## config.mk

```make
export PLATFORM = sky130hd
export DESIGN_NAME = shader_word_decode_scan_core
export DESIGN_NICKNAME = d
export VERILOG_FILES = /design/src/rtl/swds_pkg.sv /design/src/rtl/swds_front.sv /design/src/rtl/swds_queue.sv /design/src/rtl/swds_back.sv /design/src/rtl/shader_word_decode_scan_core.sv
export SDC_FILE = /design/constraint.sdc
export NUM_CORES = 1
export LEC_CHECK = 0
export ABC_AREA = 1
export BUFFER_PORTS_ARGS = -buffer_cell sky130_fd_sc_hd__buf_4
export CAP_MARGIN = 20
export CORE_ASPECT_RATIO = 0.6
export CORE_MARGIN = 4
export CORE_UTILIZATION = 42
export DETAILED_ROUTE_END_ITERATION = 8
export GPL_TIMING_DRIVEN = 0
export PLACE_DENSITY = 0.64
export SLEW_MARGIN = 40
export SYNTH_ARGS = -nofsm -noshare
export SYNTH_HDL_FRONTEND = slang
export SYNTH_SLANG_ARGS = --single-unit
```

## constraint.sdc

```tcl
create_clock -name clock -period 10 [get_ports clock]
set_input_delay 3 -clock clock [delete_from_list [all_inputs] [get_ports clock]]
set_output_delay 3 -clock clock [all_outputs]
set_load 0.01 [all_outputs]
```

## src/rtl/swds_pkg.sv

```systemverilog
// Shared types, constants and the opcode lookup for the shader word decode scan block.
`timescale 1ns / 1ps

package swds_pkg;

   localparam int MAX_PROGRAM_WORDS = 65536;

   localparam int LEN_W = 17;
   localparam int POS_W = $clog2(MAX_PROGRAM_WORDS + 1);
   localparam int CMP_W = (POS_W > LEN_W) ? POS_W : LEN_W;

   localparam int QUEUE_DEPTH = 2;
   localparam int QPTR_W = $clog2(QUEUE_DEPTH);
   localparam int QCNT_W = $clog2(QUEUE_DEPTH + 1);

   localparam int TEX_SLOTS = 256;

   localparam int CSR_IDX_W = 1;
   localparam logic [CSR_IDX_W-1:0] CSR_CONTROL_CODES_ON = 1'd0;
   localparam logic [CSR_IDX_W-1:0] CSR_PROGRAM_LENGTH = 1'd1;

   localparam logic [4:0] OP_MOV = 5'd0;
   localparam logic [4:0] OP_SEL = 5'd1;
   localparam logic [4:0] OP_FADD = 5'd2;
   localparam logic [4:0] OP_FSUB = 5'd3;
   localparam logic [4:0] OP_FMUL = 5'd4;
   localparam logic [4:0] OP_FFMA = 5'd5;
   localparam logic [4:0] OP_FMNMX = 5'd6;
   localparam logic [4:0] OP_FCMP = 5'd7;
   localparam logic [4:0] OP_IADD = 5'd8;
   localparam logic [4:0] OP_ISUB = 5'd9;
   localparam logic [4:0] OP_IMUL = 5'd10;
   localparam logic [4:0] OP_IADD3 = 5'd11;
   localparam logic [4:0] OP_ISCADD = 5'd12;
   localparam logic [4:0] OP_LOP = 5'd13;
   localparam logic [4:0] OP_SHL = 5'd14;
   localparam logic [4:0] OP_SHR = 5'd15;
   localparam logic [4:0] OP_LDC = 5'd16;
   localparam logic [4:0] OP_TEX = 5'd17;
   localparam logic [4:0] OP_LDATTR = 5'd18;
   localparam logic [4:0] OP_STATTR = 5'd19;
   localparam logic [4:0] OP_BRA = 5'd20;
   localparam logic [4:0] OP_EXIT = 5'd21;
   localparam logic [4:0] OP_KIL = 5'd22;
   localparam logic [4:0] OP_SYNC = 5'd23;
   localparam logic [4:0] OP_S2R = 5'd24;
   localparam logic [4:0] OP_UNKNOWN = 5'd25;

   localparam logic [11:0] MAJ_MOV = 12'h5C0;
   localparam logic [11:0] MAJ_SEL = 12'h5C1;
   localparam logic [11:0] MAJ_FADD = 12'h580;
   localparam logic [11:0] MAJ_FSUB = 12'h581;
   localparam logic [11:0] MAJ_FMUL = 12'h582;
   localparam logic [11:0] MAJ_FFMA = 12'h583;
   localparam logic [11:0] MAJ_FMNMX = 12'h584;
   localparam logic [11:0] MAJ_FCMP = 12'h585;
   localparam logic [11:0] MAJ_IADD = 12'h5A0;
   localparam logic [11:0] MAJ_ISUB = 12'h5A1;
   localparam logic [11:0] MAJ_IMUL = 12'h5A2;
   localparam logic [11:0] MAJ_IADD3 = 12'h5A3;
   localparam logic [11:0] MAJ_ISCADD = 12'h5A4;
   localparam logic [11:0] MAJ_LOP = 12'h560;
   localparam logic [11:0] MAJ_SHL = 12'h561;
   localparam logic [11:0] MAJ_SHR = 12'h562;
   localparam logic [11:0] MAJ_LDC = 12'h530;
   localparam logic [11:0] MAJ_TEX = 12'h550;
   localparam logic [11:0] MAJ_LDATTR = 12'h5B0;
   localparam logic [11:0] MAJ_STATTR = 12'h5B1;
   localparam logic [11:0] MAJ_BRA = 12'h5D0;
   localparam logic [11:0] MAJ_EXIT = 12'h5D1;
   localparam logic [11:0] MAJ_KIL = 12'h5D2;
   localparam logic [11:0] MAJ_SYNC = 12'h5D3;
   localparam logic [11:0] MAJ_S2R = 12'h5F0;

   localparam logic [7:0] REG_NONE = 8'd255;

   typedef struct packed {
      logic [63:0] code_word;
      logic        program_start;
   } req_type;

   typedef struct packed {
      logic [18:0] byte_address;
      logic [4:0]  op_kind;
      logic [2:0]  guard_pred;
      logic        guard_invert;
      logic [1:0]  source_count;
      logic [31:0] reg_fields;
      logic [31:0] aux_value;
      logic [7:0]  highest_register;
      logic [31:0] bank_mask;
      logic        texture_new;
      logic        discard_seen;
      logic        program_end;
   } rsp_type;

   // one classified word handed from front to back
   typedef struct packed {
      logic [63:0]      code_word;
      logic [POS_W-1:0] position;
      logic [4:0]       kind;
      logic             clear;
   } entry_type;

   typedef struct packed {
      logic      valid;
      entry_type entry;
   } qport_type;

   function automatic logic [4:0] op_kind_of(input logic [11:0] major);
      logic [4:0] kind;
      case (major)
         MAJ_MOV: kind = OP_MOV;
         MAJ_SEL: kind = OP_SEL;
         MAJ_FADD: kind = OP_FADD;
         MAJ_FSUB: kind = OP_FSUB;
         MAJ_FMUL: kind = OP_FMUL;
         MAJ_FFMA: kind = OP_FFMA;
         MAJ_FMNMX: kind = OP_FMNMX;
         MAJ_FCMP: kind = OP_FCMP;
         MAJ_IADD: kind = OP_IADD;
         MAJ_ISUB: kind = OP_ISUB;
         MAJ_IMUL: kind = OP_IMUL;
         MAJ_IADD3: kind = OP_IADD3;
         MAJ_ISCADD: kind = OP_ISCADD;
         MAJ_LOP: kind = OP_LOP;
         MAJ_SHL: kind = OP_SHL;
         MAJ_SHR: kind = OP_SHR;
         MAJ_LDC: kind = OP_LDC;
         MAJ_TEX: kind = OP_TEX;
         MAJ_LDATTR: kind = OP_LDATTR;
         MAJ_STATTR: kind = OP_STATTR;
         MAJ_BRA: kind = OP_BRA;
         MAJ_EXIT: kind = OP_EXIT;
         MAJ_KIL: kind = OP_KIL;
         MAJ_SYNC: kind = OP_SYNC;
         MAJ_S2R: kind = OP_S2R;
         default: kind = OP_UNKNOWN;
      endcase
      return kind;
   endfunction

endpackage

```

## src/rtl/swds_front.sv

```systemverilog
// Front end: config registers, word position, control-word skip, exit gating, classification.
`timescale 1ns / 1ps

module swds_front (
   input  logic                               clock,
   input  logic                               reset,
   input  logic                               csr_we,
   input  logic [swds_pkg::CSR_IDX_W-1:0]     csr_index,
   input  logic [swds_pkg::LEN_W-1:0]         csr_wdata,
   input  logic                               req_valid,
   input  logic                               req_stall,
   input  swds_pkg::req_type                  req_data,
   output swds_pkg::qport_type                push
);

   logic                         ccode_ff;
   logic [swds_pkg::LEN_W-1:0]   len_ff;
   logic [swds_pkg::POS_W-1:0]   pos_ff, pos_in;
   logic                         exit_ff, exit_in;
   logic                         clr_ff, clr_in;

   logic                         accept, start, exit_cur, live, ctrl, emit, bundle_fits;
   logic [swds_pkg::POS_W-1:0]   pos_cur;
   logic [swds_pkg::CMP_W-1:0]   len_ext, len_eff, max_ext, pos_ext;
   logic [4:0]                   kind;

   always_comb begin
      accept = req_valid && !req_stall;
      start = req_data.program_start;
      pos_cur = start ? '0 : pos_ff;
      exit_cur = start ? 1'b0 : exit_ff;
      len_ext = swds_pkg::CMP_W'(len_ff);
      max_ext = swds_pkg::CMP_W'(swds_pkg::MAX_PROGRAM_WORDS);
      len_eff = (len_ext > max_ext) ? max_ext : len_ext;
      pos_ext = swds_pkg::CMP_W'(pos_cur);
      live = !exit_cur && (pos_ext < len_eff);
      // control word only when the whole 4-word bundle lies inside the program
      bundle_fits = ({1'b0, pos_ext} + (swds_pkg::CMP_W + 1)'(4)) <= {1'b0, len_eff};
      ctrl = ccode_ff && (pos_cur[1:0] == 2'b00) && bundle_fits;
      emit = accept && live && !ctrl;
      kind = swds_pkg::op_kind_of(req_data.code_word[63:52]);

      pos_in = pos_ff;
      exit_in = exit_ff;
      clr_in = clr_ff;
      if (accept) begin
         pos_in = live ? (pos_cur + swds_pkg::POS_W'(1)) : pos_cur;
         exit_in = exit_cur || (emit && (kind == swds_pkg::OP_EXIT));
         // a start word that yields nothing still owes the back a tracker clear
         clr_in = !emit && (start || clr_ff);
      end

      push.valid = emit;
      push.entry.code_word = req_data.code_word;
      push.entry.position = pos_cur;
      push.entry.kind = kind;
      push.entry.clear = start || clr_ff;
   end

   always_ff @(posedge clock) begin
      if (reset) begin
         ccode_ff <= 1'b0;
         len_ff <= '0;
         pos_ff <= '0;
         exit_ff <= 1'b0;
         clr_ff <= 1'b0;
      end else begin
         if (csr_we) begin
            case (csr_index)
               swds_pkg::CSR_CONTROL_CODES_ON: ccode_ff <= csr_wdata[0];
               swds_pkg::CSR_PROGRAM_LENGTH: len_ff <= csr_wdata;
               default: ;
            endcase
         end
         pos_ff <= pos_in;
         exit_ff <= exit_in;
         clr_ff <= clr_in;
      end
   end

endmodule

```

## src/rtl/swds_queue.sv

```systemverilog
// Short flip-flop queue of classified words between front and back.
`timescale 1ns / 1ps

module swds_queue (
   input  logic                 clock,
   input  logic                 reset,
   input  swds_pkg::qport_type  push,
   input  logic                 pop,
   output swds_pkg::qport_type  head,
   output logic                 full
);

   swds_pkg::entry_type            slot_ff [swds_pkg::QUEUE_DEPTH];
   logic [swds_pkg::QPTR_W-1:0]    wr_ff, wr_in, rd_ff, rd_in;
   logic [swds_pkg::QCNT_W-1:0]    cnt_ff, cnt_in;
   logic                           do_pop;

   function automatic logic [swds_pkg::QPTR_W-1:0] next_ptr(
      input logic [swds_pkg::QPTR_W-1:0] ptr);
      return (ptr == swds_pkg::QPTR_W'(swds_pkg::QUEUE_DEPTH - 1)) ?
             '0 : ptr + swds_pkg::QPTR_W'(1);
   endfunction

   always_comb begin
      full = (cnt_ff == swds_pkg::QCNT_W'(swds_pkg::QUEUE_DEPTH));
      head.valid = (cnt_ff != '0);
      head.entry = slot_ff[rd_ff];
      do_pop = pop && head.valid;
      wr_in = push.valid ? next_ptr(wr_ff) : wr_ff;
      rd_in = do_pop ? next_ptr(rd_ff) : rd_ff;
      cnt_in = cnt_ff;
      if (push.valid && !do_pop) begin
         cnt_in = cnt_ff + swds_pkg::QCNT_W'(1);
      end else if (!push.valid && do_pop) begin
         cnt_in = cnt_ff - swds_pkg::QCNT_W'(1);
      end
   end

   always_ff @(posedge clock) begin
      if (push.valid) begin
         slot_ff[wr_ff] <= push.entry;
      end
   end

   always_ff @(posedge clock) begin
      if (reset) begin
         wr_ff <= '0;
         rd_ff <= '0;
         cnt_ff <= '0;
      end else begin
         wr_ff <= wr_in;
         rd_ff <= rd_in;
         cnt_ff <= cnt_in;
      end
   end

`ifndef SYNTH
   a_no_overflow: assert property (@(posedge clock) disable iff (reset)
      !(push.valid && full && !pop))
      else $error("queue written while full");
   a_count_bound: assert property (@(posedge clock) disable iff (reset)
      cnt_ff <= swds_pkg::QCNT_W'(swds_pkg::QUEUE_DEPTH))
      else $error("queue count out of range");
`endif

endmodule

```

## src/rtl/swds_back.sv

```systemverilog
// Back end: field decode, usage trackers and the registered result word.
`timescale 1ns / 1ps

module swds_back (
   input  logic                 clock,
   input  logic                 reset,
   input  swds_pkg::qport_type  head,
   output logic                 pop,
   output logic                 rsp_valid,
   input  logic                 rsp_stall,
   output swds_pkg::rsp_type    rsp_data
);

   logic                               rsp_valid_ff, rsp_valid_in;
   swds_pkg::rsp_type                  rsp_data_ff, rsp_data_in;
   logic [7:0]                         maxreg_ff, maxreg_in;
   logic [31:0]                        banks_ff, banks_in;
   logic [swds_pkg::TEX_SLOTS-1:0]     tex_ff, tex_in;
   logic                               kill_ff, kill_in;

   logic [63:0]  w;
   logic [4:0]   kind;
   logic [7:0]   rd, ra, rb, rc;
   logic [31:0]  addr, rel, aux;
   logic [1:0]   nsrc;
   logic         use_d, use_a, use_b, use_c, tex_new;
   logic [7:0]   cand [4];
   logic [3:0]   cand_use;
   logic [4:0]   bank;

   always_comb begin
      w = head.entry.code_word;
      kind = head.entry.kind;
      rd = w[7:0];
      ra = w[15:8];
      rb = w[27:20];
      rc = w[39:32];
      addr = 32'({head.entry.position, 3'b000});
      bank = w[24:20];
      rel = {{8{w[43]}}, w[43:20]};

      maxreg_in = head.entry.clear ? '0 : maxreg_ff;
      banks_in = head.entry.clear ? '0 : banks_ff;
      tex_in = head.entry.clear ? '0 : tex_ff;
      kill_in = head.entry.clear ? 1'b0 : kill_ff;

      nsrc = 2'd0;
      aux = '0;
      use_d = 1'b1;
      use_a = 1'b0;
      use_b = 1'b0;
      use_c = 1'b0;
      tex_new = 1'b0;

      case (kind)
         swds_pkg::OP_MOV: begin
            nsrc = 2'd1;
            use_a = 1'b1;
         end
         swds_pkg::OP_FFMA, swds_pkg::OP_IADD3: begin
            nsrc = 2'd3;
            use_a = 1'b1;
            use_b = 1'b1;
            use_c = 1'b1;
         end
         swds_pkg::OP_ISCADD: begin
            nsrc = 2'd3;
            use_a = 1'b1;
            use_b = 1'b1;
            aux = 32'(w[44:40]);
         end
         swds_pkg::OP_TEX: begin
            nsrc = 2'd3;
            use_a = 1'b1;
            use_b = 1'b1;
            aux = 32'(rc);
            tex_new = !tex_in[rc];
            tex_in[rc] = 1'b1;
         end
         swds_pkg::OP_LDC: begin
            nsrc = 2'd1;
            aux = {11'd0, bank, w[43:28]};
            banks_in[bank] = 1'b1;
         end
         swds_pkg::OP_LDATTR, swds_pkg::OP_STATTR: begin
            nsrc = 2'd1;
            aux = {20'd0, w[29:20], w[31:30]};
            if (kind == swds_pkg::OP_STATTR) begin
               use_d = 1'b0;
               use_a = 1'b1;
            end
         end
         swds_pkg::OP_S2R: begin
            nsrc = 2'd1;
            aux = 32'(rb);
         end
         swds_pkg::OP_BRA: begin
            aux = addr + rel;
         end
         swds_pkg::OP_EXIT, swds_pkg::OP_SYNC, swds_pkg::OP_UNKNOWN: ;
         swds_pkg::OP_KIL: begin
            kill_in = 1'b1;
         end
         default: begin
            nsrc = 2'd2;
            use_a = 1'b1;
            use_b = 1'b1;
         end
      endcase

      // running max over the register slots this opcode names; 255 means none
      cand[0] = rd;
      cand[1] = ra;
      cand[2] = rb;
      cand[3] = rc;
      cand_use = {use_c, use_b, use_a, use_d};
      for (int i = 0; i < 4; i++) begin
         if (cand_use[i] && (cand[i] != swds_pkg::REG_NONE) && (cand[i] > maxreg_in)) begin
            maxreg_in = cand[i];
         end
      end

      rsp_data_in.byte_address = addr[18:0];
      rsp_data_in.op_kind = kind;
      rsp_data_in.guard_pred = w[18:16];
      rsp_data_in.guard_invert = w[19];
      rsp_data_in.source_count = nsrc;
      rsp_data_in.reg_fields = {use_c ? rc : 8'd0, use_b ? rb : 8'd0,
                                use_a ? ra : 8'd0, use_d ? rd : 8'd0};
      rsp_data_in.aux_value = aux;
      rsp_data_in.highest_register = maxreg_in;
      rsp_data_in.bank_mask = banks_in;
      rsp_data_in.texture_new = tex_new;
      rsp_data_in.discard_seen = kill_in;
      rsp_data_in.program_end = (kind == swds_pkg::OP_EXIT);

      pop = head.valid && (!rsp_valid_ff || !rsp_stall);
      rsp_valid_in = pop || (rsp_valid_ff && rsp_stall);
   end

   always_ff @(posedge clock) begin
      if (pop) begin
         rsp_data_ff <= rsp_data_in;
      end
   end

   always_ff @(posedge clock) begin
      if (reset) begin
         rsp_valid_ff <= 1'b0;
         maxreg_ff <= '0;
         banks_ff <= '0;
         tex_ff <= '0;
         kill_ff <= 1'b0;
      end else begin
         rsp_valid_ff <= rsp_valid_in;
         if (pop) begin
            maxreg_ff <= maxreg_in;
            banks_ff <= banks_in;
            tex_ff <= tex_in;
            kill_ff <= kill_in;
         end
      end
   end

   assign rsp_valid = rsp_valid_ff;
   assign rsp_data = rsp_data_ff;

`ifndef SYNTH
   a_maxreg_range: assert property (@(posedge clock) disable iff (reset)
      rsp_valid_ff |-> (rsp_data_ff.highest_register != swds_pkg::REG_NONE))
      else $error("highest register reached 255");
   a_end_is_exit: assert property (@(posedge clock) disable iff (reset)
      (rsp_valid_ff && rsp_data_ff.program_end) |->
      (rsp_data_ff.op_kind == swds_pkg::OP_EXIT))
      else $error("program end on a non-EXIT word");
   a_texnew_is_tex: assert property (@(posedge clock) disable iff (reset)
      (rsp_valid_ff && rsp_data_ff.texture_new) |->
      (rsp_data_ff.op_kind == swds_pkg::OP_TEX))
      else $error("texture first-use mark on a non-TEX word");
`endif

endmodule

```

## src/rtl/shader_word_decode_scan_core.sv

```systemverilog
// Top level of the shader word decode scan block.
`timescale 1ns / 1ps

// Takes one 64-bit program word per cycle while req_stall is low and returns one
// decoded word per instruction; an accepted word passes through the queue and the
// registered result word before rsp_valid rises.
// The front tracks the word position, skips bundle control words and stops at
// EXIT; a two-entry queue decouples it from the back, which decodes the fields
// and updates the running trackers (highest register, bank mask, 256-entry
// texture mark bitmap, discard flag) as each word is popped, so the sustained
// rate is one word per cycle while the result side is not stalled. Skipped
// and ignored words produce no result. req_stall rises only while the queue is
// full. Write control_codes_on (index 0) and program_length_words (index 1)
// only while the block is idle.
module shader_word_decode_scan_core (
   input  logic                               clock,
   input  logic                               reset,
   input  logic                               csr_we,
   input  logic [swds_pkg::CSR_IDX_W-1:0]     csr_index,
   input  logic [swds_pkg::LEN_W-1:0]         csr_wdata,
   input  logic                               req_valid,
   output logic                               req_stall,
   input  swds_pkg::req_type                  req_data,
   output logic                               rsp_valid,
   input  logic                               rsp_stall,
   output swds_pkg::rsp_type                  rsp_data
);

   swds_pkg::qport_type push;
   swds_pkg::qport_type head;
   logic                pop;
   logic                q_full;

   assign req_stall = q_full;

   swds_front u_front (
      .clock     (clock),
      .reset     (reset),
      .csr_we    (csr_we),
      .csr_index (csr_index),
      .csr_wdata (csr_wdata),
      .req_valid (req_valid),
      .req_stall (req_stall),
      .req_data  (req_data),
      .push      (push)
   );

   swds_queue u_queue (
      .clock (clock),
      .reset (reset),
      .push  (push),
      .pop   (pop),
      .head  (head),
      .full  (q_full)
   );

   swds_back u_back (
      .clock     (clock),
      .reset     (reset),
      .head      (head),
      .pop       (pop),
      .rsp_valid (rsp_valid),
      .rsp_stall (rsp_stall),
      .rsp_data  (rsp_data)
   );

endmodule

```

==> run_results.csv <==
group,metric,value,unit
route,drt_pre_antenna_iters,8,
floorplan,die_w,344,µm
cts,cts.reportedPaths.clkPinSlew,60,ps
pwr,p_per_area,352,nW/µm²
place,dp_cells,4337,
synthesis,synth_area_per_cell,8.89,µm²
pwr,power_frac_seq,28.9,%
timing,setup_viol,0,
route,num_vias,26821,
worst_setup_path,critPathSlowestCell,"buf_2",
global_route,antenna_found_initial,4,
synthesis,seq_area_frac_synth,51.6,%
worst_setup_path,r2r_cells,46,
worst_setup_path,cp_max_fo,10,
worst_setup_path,r2r_slack,770,ps
floorplan,die_h,210,µm
global_route,first_global_vias,23548,
route,routedWlPerCell,25.3,µm
cts,tritoncts,"built",
timing,drv_slew,0,
pwr,ir_worst_vdd,0.000278,V
run,cap_violations,0,
synthesis,yosys-top-cells-area,"edfxtp_1 (28%), dfxtp_1 (24%), nor2_1 (6.3%), a22oi_1 (5.3%), a21oi_1 (5.2%)",
route,drt-total-wl,113000,µm
layout,postLayoutCoreUtil,50.2,%
synthesis,syn_area,28500,µm²
worst_setup_path,path_class,"flop to flop",
route,ant_nets,0,
global_route,grtUsageTotal,30.0,%
place,dpl_cell_area,31600,µm²
worst_setup_path,crit_top_cell,"nand2_1",
timing,holdWs,469,ps
synthesis,synth_common_cells,"nor2_1 (478), nand2_1 (395), dfxtp_1 (340)",
timing,fin_crit_sh,92.3,%
floorplan,coreArea,66800,µm²
synthesis,ys_ff_latch,603,
cts,post_cts_resized,0,
synthesis,yosys_warnings,0,
worst_setup_path,cpPeakStageDelay,510,ps
synthesis,synth_flop_cell,"dfxtp_1",
place,portBuffers,214,
worst_setup_path,start_kind,"flop",
cts,clockRootBuffer,"clkbuf_16",
route,viasPerCell,6.04,
layout,final_area,33500,µm²
synthesis,synth_async_sr_flop_share,0,%
global_route,overflow,0,
synthesis,post-synth-top-count-cell,"nor2_1",
layout,syn2layout_area_growth,17.4,%
hold_path,holdPathEnd,"u_front.exit_ff",
layout,layout-drive-gt1-share,14.9,%
timing,period_needed,9230,ps
hold_path,hold_start,"u_front.exit_ff",
cts,cts_inserted_buffers,55,
place,place_congestion,1.01,
timing,hold_viol_final,0,
timing,rsz0062_at_grt,"false",
pwr,switching_share,47.1,%
pwr,power_frac_comb,52.1,%
place,hpwl,82100,µm
worst_setup_path,cp.arrival,9670,ps
synthesis,yosysTopAreaCell,"edfxtp_1",
global_route,grt_pass1_wl,162000,µm
timing,clock_skew,22.2,ps
pwr,intPower,6230,µW
synthesis,synth-edff-count,263,
timing,maxSlewHeadroom,26.8,%
cts,cts_htree_levels,2,
timing,fmax,0.108,GHz
pwr,leakage,0.0132,µW
hold_path,min_path_cells,2,
cts,clk_latency,640,ps
layout,finalNonFillerCells,4443,
cts,clockBufferDepth,3,
layout,num-fill-cells,6251,
run_status,status,"complete, no violations",
pwr,clkPwrFrac,19.0,%
floorplan,dieArea,72300,µm²
cts,cts_setup_buffers,0,
pwr,p_switching,5550,µW
cts,cts_hold_buffers,0,
worst_setup_path,r2r-end,"u_back.rsp_data[41]",
synthesis,ys_types,71,
route,dr.first_iter.drc_count,4252,
worst_setup_path,crit_path_end_kind,"flop",
layout,nets,3665,
synthesis,postSynthCellCount,3208,
floorplan,floorplan.initialDensity,42.7,%
synthesis,synth_top_area_share,27.7,%
floorplan,io_pins,227,
global_route,grt_max_degree,53,
timing,tightest_slew,1100,ps
hold_path,hold_class,"flop to flop",
floorplan,rows,73,
route,route.detailed.drc,0,
worst_setup_path,cp.required,10440,ps
cts,cts.sinks,603,
per-layer routing:
metal	up-vias	global-route usage, %	part of all wire (%)
met1	12768	48.2	45
met3	218	10.8	16
met4	2	6.49	2.3
met2	1941	37.3	36
met5	-	0	0.054
li1	11892	-	-
registers in the layout (all words and copies together), names as in the netlist, 2 cells and up, named ones only:
signal	cells
u_back.banks_ff	32
u_back.maxreg_ff	8
u_back.rsp_data	127
u_back.tex_ff	256
u_front.len_ext	17
u_front.pos_ff	17
u_queue.cnt_ff	2
u_queue.slot_ff	136
critical path, delay by kind of cell, from the launching register on:
kind / cells / cell delay (ps)
and+or+nand+nor: 23 / 2910
buffers and inverters: 10 / 2500
adders and majority gates: 4 / 1320
AOI/OAI and AO/OA: 9 / 1870
DFF: 1 / 440
worst max-delay path by stage:
stage | startpoint | endpoint | slack [ps] | cells past startpoint
after floorplan | req_data[0] | u_queue.slot_ff[1][0] | 910 | 23
after global placement | req_data[0] | u_queue.slot_ff[1][38] | -2290 | 20
after detailed placement | flop | u_back.rsp_data[41] | 1050 | 46
after CTS | flop | u_back.rsp_data[41] | 1000 | 46
after global routing | flop | u_back.rsp_data[41] | 260 | 46
final | flop | u_back.rsp_data[41] | 770 | 46
power by group through the flow:
stage / Combinational, µW / Clock [µW] / Sequential (µW)
after floorplan: 3390 / 0 / 3540
after global placement: 5720 / 0 / 3500
after detailed placement: 5840 / 0 / 3450
after CTS: 5860 / 2250 / 3400
after global routing: 6500 / 2350 / 3430
final: 6140 / 2240 / 3400
placed cells by master (no fill, tap or decap), types with 56 or more instances in the layout:
cell type  synthesis  final
o21ai_0          127    124
nand2_1          395    395
a21oi_1          298    298
nand3_1           83     83
a22oi_1          202    202
buf_4             15    231
edfxtp_1         263    263
nor2_1           478    472
inv_1            239    239
ha_1              82     82
clkbuf_16          0     56
clkbuf_1         127    119
dfxtp_1          340    340
through the flow:
stage / TNS, ps / setup slack (ps) / power (µW)
2_1_floorplan: 0 / 910 / 6940
3_3_place_gp: -305120 / -2290 / 9230
3_5_place_dp: 0 / 1050 / 9290
4_1_cts: 0 / 1000 / 11500
5_1_grt: 0 / 260 / 12300
6_report: 0 / 773 / 11800
cell type report:
type,instances,area (µm²),share of cell area [%]
plain buffers,206,957,2.86
repair buffers,227,1850,5.52
inverters,262,983,2.94
diodes,4,10.0,0.0299
clock inverters,34,358,1.07
flip-flops and latches,603,14700,43.9
clock buffers,68,1500,4.47
multi-input cells,2139,12000,35.9
well taps,900,1130,3.36
cell families after synthesis:
| group | share of synthesized area [%] |
|---|---|
| DFF | 51.6 |
| buffers and inverters | 6.68 |
| other | 0.0131 |
| and+or+nand+nor | 17.9 |
| AOI/OAI and AO/OA | 19.6 |
| adders and majority gates | 3.67 |
| xor gates and xnor gates | 0.645 |
Power figures use the tool's default switching activity.
